## config.mk

```make
export PLATFORM = sky130hd
export DESIGN_NAME = windowed_battery_monitor
export DESIGN_NICKNAME = d
export VERILOG_FILES = /design/src/sv/wbm_pkg.sv /design/src/sv/wbm_front.sv /design/src/sv/wbm_queue.sv /design/src/sv/wbm_back.sv /design/src/sv/windowed_battery_monitor.sv
export SDC_FILE = /design/constraint.sdc
export NUM_CORES = 1
export LEC_CHECK = 0
export BUFFER_PORTS_ARGS = -buffer_cell sky130_fd_sc_hd__buf_2
export CORE_ASPECT_RATIO = 1.1
export CORE_MARGIN = 4
export CORE_UTILIZATION = 49
export CTS_CLUSTER_SIZE = 14
export DETAILED_ROUTE_END_ITERATION = 16
export PLACE_DENSITY_LB_ADDON = 0.15
export SLEW_MARGIN = 15
export SYNTH_ARGS = -nofsm -noshare
export SYNTH_HDL_FRONTEND = slang
export SYNTH_HIERARCHICAL = 1
export SYNTH_SLANG_ARGS = --single-unit
```

## constraint.sdc

```tcl
create_clock -name clk_i -period 9.4 [get_ports clk_i]
set_input_delay 0.94 -clock clk_i [delete_from_list [all_inputs] [get_ports clk_i]]
set_output_delay 0.94 -clock clk_i [all_outputs]
set_load 0.02 [all_outputs]
```

## src/sv/wbm_pkg.sv

```systemverilog
// ----------------------------------------------------------------------------
// wbm_pkg
// Shared types and constants of the windowed battery monitor.
// ----------------------------------------------------------------------------
package wbm_pkg;

  localparam int unsigned CountWidthDef = 10;
  localparam int unsigned WinW          = 10;
  localparam int unsigned LvlW          = 8;
  localparam int unsigned CfgIdxW       = 3;
  localparam int unsigned InTdataW      = 16;
  localparam int unsigned OutTdataW     = 8;
  localparam int unsigned QueueDepth    = 2;

  // register indexes of the configuration port
  typedef enum logic [CfgIdxW-1:0] {
    REG_WINDOW_LEN      = 3'd0,
    REG_SHUTDOWN_LEVEL  = 3'd1,
    REG_WARN_LEVEL      = 3'd2,
    REG_REDUCE_LEVEL    = 3'd3,
    REG_RECOVER_WINDOWS = 3'd4,
    REG_POWERDOWN_DELAY = 3'd5
  } reg_idx_e;

  localparam logic [WinW-1:0] WindowLenRst      = 10'd100;
  localparam logic [LvlW-1:0] ShutdownLevelRst  = 8'd32;
  localparam logic [LvlW-1:0] WarnLevelRst      = 8'd33;
  localparam logic [LvlW-1:0] ReduceLevelRst    = 8'd35;
  localparam logic [LvlW-1:0] RecoverWindowsRst = 8'd5;
  localparam logic [LvlW-1:0] PowerdownDelayRst = 8'd14;

  typedef enum logic [1:0] {
    PH_NONE   = 2'd0,
    PH_WARNED = 2'd1,
    PH_SHUT   = 2'd2
  } phase_e;

  typedef struct packed {
    logic [WinW-1:0] window_len;
    logic [LvlW-1:0] shutdown_level;
    logic [LvlW-1:0] warn_level;
    logic [LvlW-1:0] reduce_level;
    logic [LvlW-1:0] recover_windows;
    logic [LvlW-1:0] powerdown_delay;
  } cfg_t;

  // classified sample
  typedef struct packed {
    logic queue_ready;
    logic above_reduce;
    logic below_reduce;
    logic below_warn;
    logic below_shut;
  } item_t;

  // result, window_done in bit 0
  typedef struct packed {
    logic supply_reduced;
    logic warning_request;
    logic shutdown_request;
    logic low_power;
    logic window_done;
  } result_t;

endpackage

```

## src/sv/wbm_front.sv

```systemverilog
// ----------------------------------------------------------------------------
// wbm_front
// Compares each sample against the configured levels.
// ----------------------------------------------------------------------------
module wbm_front (
  input  logic [wbm_pkg::LvlW-1:0] battery_level_i,
  input  logic                     queue_ready_i,
  input  wbm_pkg::cfg_t            cfg_i,
  output wbm_pkg::item_t           item_o
);

  always_comb begin
    item_o.below_shut   = battery_level_i < cfg_i.shutdown_level;
    item_o.below_warn   = battery_level_i < cfg_i.warn_level;
    item_o.below_reduce = battery_level_i < cfg_i.reduce_level;
    item_o.above_reduce = battery_level_i > cfg_i.reduce_level;
    item_o.queue_ready  = queue_ready_i;
  end

endmodule

```

## src/sv/wbm_queue.sv

```systemverilog
// ----------------------------------------------------------------------------
// wbm_queue
// Two-entry queue between the classifier and the window engine.
// ----------------------------------------------------------------------------
module wbm_queue (
  input  logic           clk_i,
  input  logic           rst_ni,
  input  logic           push_i,
  input  wbm_pkg::item_t push_data_i,
  output logic           not_full_o,
  input  logic           pop_i,
  output wbm_pkg::item_t pop_data_o,
  output logic           not_empty_o
);

  localparam int unsigned PtrW = $clog2(wbm_pkg::QueueDepth);
  localparam int unsigned CntW = $clog2(wbm_pkg::QueueDepth + 1);

  wbm_pkg::item_t mem_q [wbm_pkg::QueueDepth];
  logic [PtrW-1:0] wr_ptr_q, wr_ptr_d, rd_ptr_q, rd_ptr_d;
  logic [CntW-1:0] cnt_q, cnt_d;
  logic            do_push, do_pop;

  assign not_full_o  = cnt_q != CntW'(wbm_pkg::QueueDepth);
  assign not_empty_o = cnt_q != '0;
  assign do_push     = push_i && not_full_o;
  assign do_pop      = pop_i && not_empty_o;
  assign pop_data_o  = mem_q[rd_ptr_q];

  always_comb begin
    wr_ptr_d = wr_ptr_q;
    rd_ptr_d = rd_ptr_q;
    cnt_d    = cnt_q;
    if (do_push) begin
      wr_ptr_d = (wr_ptr_q == PtrW'(wbm_pkg::QueueDepth - 1)) ? '0 : wr_ptr_q + 1'b1;
    end
    if (do_pop) begin
      rd_ptr_d = (rd_ptr_q == PtrW'(wbm_pkg::QueueDepth - 1)) ? '0 : rd_ptr_q + 1'b1;
    end
    if (do_push && !do_pop) begin
      cnt_d = cnt_q + 1'b1;
    end else if (do_pop && !do_push) begin
      cnt_d = cnt_q - 1'b1;
    end
  end

  always_ff @(posedge clk_i or negedge rst_ni) begin
    if (!rst_ni) begin
      wr_ptr_q <= '0;
      rd_ptr_q <= '0;
      cnt_q    <= '0;
    end else begin
      wr_ptr_q <= wr_ptr_d;
      rd_ptr_q <= rd_ptr_d;
      cnt_q    <= cnt_d;
    end
  end

  always_ff @(posedge clk_i) begin
    if (do_push) begin
      mem_q[wr_ptr_q] <= push_data_i;
    end
  end

endmodule

```

## src/sv/wbm_back.sv

```systemverilog
// ----------------------------------------------------------------------------
// wbm_back
// Window engine: vote counters, request logic, supply hysteresis, output reg.
// ----------------------------------------------------------------------------
module wbm_back #(
  parameter int unsigned COUNT_WIDTH = wbm_pkg::CountWidthDef
) (
  input  logic             clk_i,
  input  logic             rst_ni,
  input  wbm_pkg::cfg_t    cfg_i,
  input  logic             item_valid_i,
  input  wbm_pkg::item_t   item_i,
  output logic             item_pop_o,
  output logic             res_valid_o,
  output wbm_pkg::result_t res_o,
  input  logic             res_ready_i
);

  localparam int unsigned CmpW = (COUNT_WIDTH > wbm_pkg::WinW) ? COUNT_WIDTH : wbm_pkg::WinW;
  localparam logic [COUNT_WIDTH-1:0] CntMax = '1;

  logic [COUNT_WIDTH-1:0] cnt_q, cnt_d, shv_q, shv_d, wnv_q, wnv_d, rdv_q, rdv_d;
  logic [wbm_pkg::LvlW-1:0] rec_q, rec_d, dly_q, dly_d;
  wbm_pkg::phase_e phase_q, phase_d;
  logic sent_q, sent_d, red_q, red_d, low_q, low_d;
  logic res_valid_q;
  wbm_pkg::result_t res_q, res_d;
  logic [CmpW-1:0] half;

  assign item_pop_o  = item_valid_i && (!res_valid_q || res_ready_i);
  assign res_valid_o = res_valid_q;
  assign res_o       = res_q;
  assign half        = CmpW'(cfg_i.window_len[wbm_pkg::WinW-1:1]);

  always_comb begin
    cnt_d   = (cnt_q == CntMax) ? cnt_q : cnt_q + 1'b1;
    shv_d   = shv_q;
    wnv_d   = wnv_q;
    rdv_d   = rdv_q;
    rec_d   = rec_q;
    dly_d   = dly_q;
    phase_d = phase_q;
    sent_d  = sent_q;
    red_d   = red_q;
    low_d   = low_q;
    res_d   = '0;
    if (item_i.below_shut && shv_q != CntMax) shv_d = shv_q + 1'b1;
    if (item_i.below_warn && wnv_q != CntMax) wnv_d = wnv_q + 1'b1;
    if (item_i.below_reduce && rdv_q != CntMax) rdv_d = rdv_q + 1'b1;

    if (CmpW'(cnt_d) >= CmpW'(cfg_i.window_len)) begin
      res_d.window_done = 1'b1;

      // warning delay, escalates regardless of earlier requests
      if (phase_q == wbm_pkg::PH_WARNED) begin
        dly_d = (dly_q == '1) ? dly_q : dly_q + 1'b1;
        if (dly_d > cfg_i.powerdown_delay) begin
          phase_d = wbm_pkg::PH_SHUT;
          dly_d   = '0;
          if (item_i.queue_ready) begin
            res_d.shutdown_request = 1'b1;
            sent_d                 = 1'b1;
          end
        end
      end

      if (CmpW'(shv_d) > half) begin
        low_d = 1'b1;
        if (!sent_d) begin
          phase_d = wbm_pkg::PH_SHUT;
          if (item_i.queue_ready) begin
            res_d.shutdown_request = 1'b1;
            sent_d                 = 1'b1;
          end
        end
      end else if (CmpW'(wnv_d) > half) begin
        low_d = 1'b1;
        if (!sent_d) begin
          phase_d = wbm_pkg::PH_WARNED;
          if (item_i.queue_ready) begin
            res_d.warning_request = 1'b1;
            sent_d                = 1'b1;
          end
        end
      end else begin
        low_d = 1'b0;
      end

      // supply mode with hysteresis
      if (CmpW'(rdv_d) > half) begin
        red_d = 1'b1;
        rec_d = '0;
      end else if (item_i.above_reduce) begin
        if (rec_q > cfg_i.recover_windows) begin
          rec_d = '0;
          red_d = 1'b0;
        end else begin
          rec_d = (rec_q == '1) ? rec_q : rec_q + 1'b1;
        end
      end else begin
        rec_d = '0;
      end

      cnt_d = '0;
      shv_d = '0;
      wnv_d = '0;
      rdv_d = '0;
    end
    res_d.low_power      = low_d;
    res_d.supply_reduced = red_d;
  end

  always_ff @(posedge clk_i or negedge rst_ni) begin
    if (!rst_ni) begin
      cnt_q       <= '0;
      shv_q       <= '0;
      wnv_q       <= '0;
      rdv_q       <= '0;
      rec_q       <= '0;
      dly_q       <= '0;
      phase_q     <= wbm_pkg::PH_NONE;
      sent_q      <= 1'b0;
      red_q       <= 1'b0;
      low_q       <= 1'b0;
      res_valid_q <= 1'b0;
    end else begin
      if (item_pop_o) begin
        cnt_q   <= cnt_d;
        shv_q   <= shv_d;
        wnv_q   <= wnv_d;
        rdv_q   <= rdv_d;
        rec_q   <= rec_d;
        dly_q   <= dly_d;
        phase_q <= phase_d;
        sent_q  <= sent_d;
        red_q   <= red_d;
        low_q   <= low_d;
      end
      if (item_pop_o) begin
        res_valid_q <= 1'b1;
      end else if (res_ready_i) begin
        res_valid_q <= 1'b0;
      end
    end
  end

  always_ff @(posedge clk_i) begin
    if (item_pop_o) begin
      res_q <= res_d;
    end
  end

endmodule

```

## src/sv/windowed_battery_monitor.sv

```systemverilog
// ----------------------------------------------------------------------------
// windowed_battery_monitor
// Windowed majority vote on battery samples: low power, shutdown/warning
// requests and reduced supply control.
// ----------------------------------------------------------------------------
// Usage:
//   s_axis: one request per battery sample (tdata[7:0] level, tdata[8] queue
//     ready flag). m_axis: exactly one result per sample, in order.
//   cfg: write enable, register index and data; registers take effect for
//     samples accepted after the write. Write only while the block is idle.
// Path: a sample accepted on s_axis is written into the classify queue, then
//   the window engine pops it and registers the result; a held result
//   register keeps it waiting in the queue.
// Throughput: one sample per cycle while m_axis_tready is high, set by
//   the window engine, which updates all counters and requests together.
// Stall: when m_axis_tready is low the result register holds and the
//   two-entry queue fills; s_axis_tready drops once the queue is full.
// Reset: counters, phase, flags and queue clear; configuration registers
//   return to their defaults (window 100, levels 32/33/35, recover 5,
//   delay 14). No clearing pass is needed.
// ----------------------------------------------------------------------------
module windowed_battery_monitor #(
  parameter int unsigned COUNT_WIDTH = wbm_pkg::CountWidthDef
) (
  input  logic                             clk_i,
  input  logic                             rst_ni,
  input  logic                             s_axis_tvalid_i,
  output logic                             s_axis_tready_o,
  // [7:0] battery_level, [8] queue_ready, [15:9] zero
  input  logic [wbm_pkg::InTdataW-1:0]     s_axis_tdata_i,
  output logic                             m_axis_tvalid_o,
  input  logic                             m_axis_tready_i,
  // [0] window_done, [1] low_power, [2] shutdown_request,
  // [3] warning_request, [4] supply_reduced, [7:5] zero
  output logic [wbm_pkg::OutTdataW-1:0]    m_axis_tdata_o,
  input  logic                             cfg_we_i,
  input  logic [wbm_pkg::CfgIdxW-1:0]      cfg_idx_i,
  input  logic [wbm_pkg::WinW-1:0]         cfg_data_i
);

  wbm_pkg::cfg_t    cfg_q;
  wbm_pkg::item_t   front_item, back_item;
  wbm_pkg::result_t result;
  logic             q_not_empty, q_pop;

  // configuration registers
  always_ff @(posedge clk_i or negedge rst_ni) begin
    if (!rst_ni) begin
      cfg_q.window_len      <= wbm_pkg::WindowLenRst;
      cfg_q.shutdown_level  <= wbm_pkg::ShutdownLevelRst;
      cfg_q.warn_level      <= wbm_pkg::WarnLevelRst;
      cfg_q.reduce_level    <= wbm_pkg::ReduceLevelRst;
      cfg_q.recover_windows <= wbm_pkg::RecoverWindowsRst;
      cfg_q.powerdown_delay <= wbm_pkg::PowerdownDelayRst;
    end else if (cfg_we_i) begin
      case (wbm_pkg::reg_idx_e'(cfg_idx_i))
        wbm_pkg::REG_WINDOW_LEN:      cfg_q.window_len      <= cfg_data_i;
        wbm_pkg::REG_SHUTDOWN_LEVEL:  cfg_q.shutdown_level  <= cfg_data_i[wbm_pkg::LvlW-1:0];
        wbm_pkg::REG_WARN_LEVEL:      cfg_q.warn_level      <= cfg_data_i[wbm_pkg::LvlW-1:0];
        wbm_pkg::REG_REDUCE_LEVEL:    cfg_q.reduce_level    <= cfg_data_i[wbm_pkg::LvlW-1:0];
        wbm_pkg::REG_RECOVER_WINDOWS: cfg_q.recover_windows <= cfg_data_i[wbm_pkg::LvlW-1:0];
        wbm_pkg::REG_POWERDOWN_DELAY: cfg_q.powerdown_delay <= cfg_data_i[wbm_pkg::LvlW-1:0];
        default: ;  // unknown index: ignored
      endcase
    end
  end

  // front: classify sample against levels
  wbm_front u_front (
    .battery_level_i (s_axis_tdata_i[wbm_pkg::LvlW-1:0]),
    .queue_ready_i   (s_axis_tdata_i[wbm_pkg::LvlW]),
    .cfg_i           (cfg_q),
    .item_o          (front_item)
  );

  // decoupling queue
  wbm_queue u_queue (
    .clk_i       (clk_i),
    .rst_ni      (rst_ni),
    .push_i      (s_axis_tvalid_i),
    .push_data_i (front_item),
    .not_full_o  (s_axis_tready_o),
    .pop_i       (q_pop),
    .pop_data_o  (back_item),
    .not_empty_o (q_not_empty)
  );

  // back: window engine and result register
  wbm_back #(
    .COUNT_WIDTH (COUNT_WIDTH)
  ) u_back (
    .clk_i        (clk_i),
    .rst_ni       (rst_ni),
    .cfg_i        (cfg_q),
    .item_valid_i (q_not_empty),
    .item_i       (back_item),
    .item_pop_o   (q_pop),
    .res_valid_o  (m_axis_tvalid_o),
    .res_o        (result),
    .res_ready_i  (m_axis_tready_i)
  );

  assign m_axis_tdata_o = wbm_pkg::OutTdataW'(result);

`ifndef SYNTH
  // a popped sample always shows up as a result next cycle
  a_pop_gives_result: assert property (@(posedge clk_i) disable iff (!rst_ni)
    q_pop |=> m_axis_tvalid_o)
    else $error("popped sample produced no result");

  // input stalls only while the queue holds work
  a_stall_means_backlog: assert property (@(posedge clk_i) disable iff (!rst_ni)
    !s_axis_tready_o |-> q_not_empty)
    else $error("input stalled with empty queue");

  // requests are only issued on a window close
  a_request_on_window: assert property (@(posedge clk_i) disable iff (!rst_ni)
    m_axis_tvalid_o && (result.shutdown_request || result.warning_request)
      |-> result.window_done)
    else $error("request outside a window close");
`endif

endmodule
```

After elaboration in Yosys (flattened, before gate mapping)
Memories as Yosys holds them, arrays and structs flattened.
Index checks and enable logic that the tools add are counted.
{ "word_totals": {"word_cells": 137, "in_bits": 34, "memories": 1, "reg_bits": 121, "ramBits": 10} }
{ "op_classes": {"n_mux": 49, "reduce_logical": 26, "bitwise_logic": 2, "magnitude_cmp": 10, "addsub": 10, "n_eq_ne": 14} }
{ "memory_table": {"columns": ["name", "depth", "word_bits", "read_ports", "rd_ports_with_merged_regs", "wr", "line", "source"], "rows": [
  ["u_queue.mem_q", 2, 5, 1, 0, 1, "wbm_queue.sv:19", "wbm_pkg::item_t mem_q [wbm_pkg::QueueDepth];"]
]} }
{ "op_table": {"columns": ["cell", "n"], "rows": [
  ["10-bit 2-to-1 mux", 8],
  ["8-bit 2-to-1 mux", 6],
  ["10-bit by 1-bit adder with 10-bit output (second input constant)", 4],
  ["10-bit by 9-bit greater-than comparator with 1-bit output", 3],
  ["10-bit inequality test (second input constant)", 3],
  ["1-bit 2-to-1 mux", 27],
  ["8-bit greater-than comparator", 3],
  ["8-bit less-than comparator", 3],
  ["8-bit by 1-bit adder with 8-bit output (second input constant)", 2],
  ["8-bit == test (second input constant)", 2],
  ["2-bit 2-to-1 mux", 8],
  ["2-bit AND reduction", 7],
  ["10-bit == test (second input constant)", 1],
  ["10-bit >= comparator", 1],
  ["1-bit logical AND", 8],
  ["3-bit by 2-bit == test with 1-bit output (second input constant)", 2],
  ["3-bit == test (second input constant)", 2],
  ["3-bit AND reduction", 2],
  ["2-bit nonzero test", 3],
  ["4-bit by 2-bit inequality test with 1-bit output (second input constant)", 1],
  ["4-bit OR reduction", 1],
  ["3-bit by 1-bit == test with 1-bit output (second input constant)", 1],
  ["1-bit logical NOT", 3],
  ["3-bit logical NOT", 1],
  ["7 further kinds", 9]
]} }

Logic depth before layout (Yosys ltp)
{ "logic_depth": {"ltp_word": 9, "mapped_depth": 17, "ltp_nobuf": 15} }

Hierarchy
Netlist, hierarchy kept.
{ "by_module_without_submodules": {"columns": ["module", "area_per_inst_um2", "cells_per_inst", "instances"], "rows": [
  ["wbm_back", 5312.6, 599, 1],
  ["windowed_battery_monitor", 2011.9, 114, 1],
  ["wbm_queue", 573.0, 34, 1],
  ["wbm_front", 561.8, 76, 1]
]} }

Worst setup path before layout
No wires, ideal clock.
{ "synth_timing": {"kind": "register to register", "start": "reg u_back.cnt_q[0]", "end": "reg u_back.res_q (netlist bit u_back/res_o[2]), data pin", "arrival_time_ps": 3136, "setup_ps": 255, "required_ps": 9145, "path_stages_with_launch": 15, "setup_slack_ps": 6009, "period_less_slack_ps": 3391, "cell_sequence": "dfrtp_1 -> ha_1 -> nand2_1 -> or3_1 -> buf_2 -> nand2b_1 -> nor2_1 -> xor2_1 -> ha_1 -> a2111oi_2 -> o211a_2 -> nor2_4 -> buf_2 -> buf_2 -> and3_1"} }
{ "synth_via": {"elab_chain_len": 3, "word_cells_on_any_way": 4} }
{ "synth_lines": {"columns": ["item", "line", "source"], "rows": [
  ["start, declared", "wbm_back.sv:22", "logic [COUNT_WIDTH-1:0] cnt_q, cnt_d, shv_q, shv_d, wnv_q, wnv_d, rdv_q, rdv_d;"],
  ["start signal, assigned", "wbm_back.sv:128", "cnt_q <= cnt_d;"],
  ["10-bit by 1-bit adder with 10-bit output / 10-bit == test (equally long branches)", "wbm_back.sv:36", "cnt_d = (cnt_q == CntMax) ? cnt_q : cnt_q + 1'b1;"],
  ["10-bit 2-to-1 mux *", "wbm_back.sv:36", null],
  ["10-bit >= comparator *", "wbm_back.sv:51", "if (CmpW'(cnt_d) >= CmpW'(cfg_i.window_len)) begin"],
  ["end signal, assigned", "wbm_back.sv:149", "res_q <= res_d;"],
  ["end, declared", "wbm_back.sv:27", "wbm_pkg::result_t res_q, res_d;"]
]} }
Mark *: on every way between the ends. The rest lies on a longest branch, timed or not.
A chain may end at the register's enable or synchronous reset.

Final worst setup path
{ "layout_timing": {"start": "reg u_back.cnt_q[0]", "end": "reg u_back.cnt_q[0]"} }
{ "layout_via": {"elab_chain_len": 4, "word_cells_on_any_way": 5} }
{ "layout_lines": {"columns": ["item", "line"], "rows": [
  ["10-bit by 1-bit adder with 10-bit output / 10-bit == test (equally long branches)", "wbm_back.sv:36"],
  ["10-bit 2-to-1 mux *", "wbm_back.sv:36"],
  ["10-bit >= comparator", "wbm_back.sv:51"],
  ["10-bit 2-to-1 mux *", "wbm_back.sv:51"]
]} }
Marked as above.

==> impl_metrics.json <==
{
  "status": "finished clean",
  "synth_ff_type": "dfrtp_1",
  "placedInstanceArea_um2": 8810,
  "drtAntennaViolNets": 0,
  "vdd_drop_max_mv": 0.140,
  "drive_gt1_frac": 0.200,
  "layout_worst_path_cycle_share": 0.459,
  "rsz0062_at_grt": "no",
  "setup_viol": 0,
  "cp.required_ns": 9.74,
  "antenna_found_initial": 0,
  "dieArea_um2": 19400,
  "htree_levels": 4,
  "start_util": 0.497,
  "ys_types": 79,
  "drc": 0,
  "arrival_ns": 4.65,
  "final_cells": 1103,
  "cp_top_family": "simple AND/OR/NAND/NOR gates",
  "worstSkewPairLatency_ns": 0.42,
  "gp_congestion": 0.828,
  "grt_first_pass_wirelength_mm": 31.6,
  "end_kind": "flop",
  "min_period_ns": 4.31,
  "worst-slew-pin-transition_ns": 0.999,
  "layout_commonest_cell": "dfrtp_1",
  "crit_type": "flop to flop",
  "avgRoutedWirePerCell_um": 17.1,
  "numCtsBuffers": 17,
  "maxCapViolations": 0,
  "max_freq_mhz": 232,
  "initialDrtViolationCount": 298,
  "async_flop_share": 0.885,
  "clock_skew_ns": 0.0179,
  "cts_tree": "built",
  "grt_max_degree": 61,
  "cts.sinks": 131,
  "final_cell_mix": "102 x dfrtp_1, 82 x ha_1, 73 x nand2_1",
  "grt_overflow_total": 0,
  "crit_fanout": 29,
  "p_leak_nw": 4.31,
  "port_buffers": 33,
  "synthCells": 823,
  "yosys_warnings": 6,
  "netlist_area_um2": 8460,
  "cts_resized": 0,
  "track_usage": 0.202,
  "std_cell_rows": 50,
  "drv_slew": 0,
  "finalHoldViolCount": 0,
  "path_clk_slew_ns": 0.06,
  "antennaDiodeCount": 0,
  "cts_setup_buffers": 0,
  "cts_hold_buf": 0,
  "tns_ns": 0,
  "power.density_nw_per_um2": 246,
  "synth_seq_cells": 131,
  "clock_path_buffers": 2,
  "grt_pass1_vias": 6543,
  "seq_area_frac_synth": 0.398,
  "clockRootBuffer": "clkbuf_16",
  "syn-mean-instance-area_um2": 10.3,
  "crit_path_start_kind": "flop",
  "viasPerCell": 5.63,
  "drt_pass1_iterations": 5,
  "area_growth_pct": 11.4,
  "die_y_um": 146,
  "dp_cells": 1071,
  "postRouteWirelength_mm": 18.9,
  "critPathMaxStageDelay_ns": 0.63,
  "vias": 6207,
  "hpwl_mm": 13.6,
  "cp_cell_sequence": "ha_1, nand2_1, or3_1, nand2b_1, nor2_1, xor2_1, ha_1, a2111oi_2, o211a_2, nor2_4, buf_4, nor2_4, nand2_1, o21ai_1",
  "die_w_um": 133,
  "hold_class": "flop to flop",
  "nets": 972,
  "slew_headroom": 0.330,
  "io_pins": 44,
  "worst-path-buf-inv": 1,
  "cp_slowest_cell": "nor2_4",
  "coreArea_um2": 17000,
  "synth_edf_count": 15,
  "final_area_um2": 9420
}
state kept, by name, indices dropped and copies added, names as in the netlist, 2 cells and up:
register / cells
u_back/shv_q: 10
u_back/phase_q: 2
u_back/dly_q: 8
u_back/cnt_q: 10
u_back/wnv_q: 10
u_back/res_o: 5
u_queue/mem_q: 10
u_back/rdv_q: 10
u_back/rec_q: 8
u_queue/cnt_q: 2
cfg_q: 50
cells by family after synthesis:
logic type	share of synthesized area
buffers and inverters	0.0448
and+or+nand+nor	0.157
muxes	0.0963
adders and majority gates	0.121
AOI/OAI and AO/OA	0.147
DFF	0.398
xor gates and xnor gates	0.0352
other	0.000443
where the power goes:
part	total, mW	internal (mW)	switching [mW]
logic	0.808	0.343	0.465
clock network	0.674	0.421	0.253
registers	0.833	0.719	0.114
total	2.32	1.48	0.833
cell usage after synthesis (3+ instances only):
master,count,area share
and2_1,4,0.0030
and3_1,9,0.0067
nor2_1,38,0.017
a211oi_1,9,0.0080
nand2_1,73,0.032
xor2_1,16,0.017
nand4_1,20,0.015
nand3_1,23,0.014
inv_1,59,0.026
dfrtp_1,102,0.30
o21ai_1,35,0.021
mux2_4,8,0.014
and4_1,3,0.0031
nor3_1,11,0.0065
buf_4,5,0.0044
ha_1,82,0.12
o21ai_0,20,0.012
o21a_1,11,0.0098
clkbuf_1,7,0.0031
mux2_1,8,0.011
a21oi_1,32,0.019
mux2_2,49,0.065
a31oi_1,9,0.0067
o31ai_1,13,0.012
and4bb_1,3,0.0044
buf_2,12,0.0071
buf_6,3,0.0040
nand2b_1,12,0.0089
o211ai_1,6,0.0053
nor2b_1,15,0.011
xnor2_1,18,0.019
a22o_1,14,0.014
a21o_1,6,0.0053
mux2i_1,3,0.0035
a41oi_1,4,0.0041
dfstp_2,14,0.043
o2bb2ai_2,4,0.0071
edfxtp_1,15,0.053
metrics by stage:
stage,power (mW),setup slack (ns),util,hold slack [ns]
6_report,2.32,5.09,0.554,0.497
5_1_grt,2.48,4.74,0.554,0.514
4_1_cts,2.34,5.08,0.554,0.498
3_5_place_dp,1.65,5.16,0.518,0.487
3_3_place_gp,1.60,5.29,0.518,0.476
2_1_floorplan,1.42,6.01,-,0.457
per-layer routing:
layer / wire, um / global-route usage / share of wire / vias to the layer above
met5: 0 / 0 / 0 / -
met2: 9560 / 0.352 / 0.51 / 101
met1: 8460 / 0.248 / 0.45 / 3035
met3: 514 / 0.0408 / 0.027 / 26
met4: 372 / 0.0746 / 0.020 / 0
li1: - / - / - / 3045
final timing paths:
path | start | end | slack (ns) | cells after the start
min reg2reg | u_queue/wr_ptr_q | u_queue/wr_ptr_q | 0.50 | 1
max reg2reg | u_back/cnt_q[0] | u_back/cnt_q[0] | 5.09 | 14
min in group asynchronous | rst_ni | u_back/wnv_q[4] | 0.61 | 1
min | u_queue/wr_ptr_q | u_queue/wr_ptr_q | 0.50 | 1
max | u_back/cnt_q[0] | u_back/cnt_q[0] | 5.09 | 14
max in group asynchronous | rst_ni | u_back/shv_q[2] | 7.52 | 2
final cells by class:
| type | count | area, um2 |
|---|---|---|
| fillers | 1504 | 7600 |
| multi-input cells | 608 | 4720 |
| flip-flops and latches | 131 | 3370 |
| clock buffers | 21 | 482 |
| well taps | 234 | 293 |
| inverters | 59 | 221 |
| repair buffers | 39 | 213 |
| clock inverters | 11 | 124 |
worst reg2reg max path, cell delays in order (launching register included):
cell and delay, ns:
dfrtp_1 0.43, ha_1 0.24, nand2_1 0.13, or3_1 0.50, nand2b_1 0.27, nor2_1 0.10, xor2_1 0.15, ha_1 0.31
a2111oi_2 0.44, o211a_2 0.40, nor2_4 0.07, buf_4 0.26, nor2_4 0.63, nand2_1 0.12, o21ai_1 0.17
Note: power is estimated with default switching activity, not from simulation.
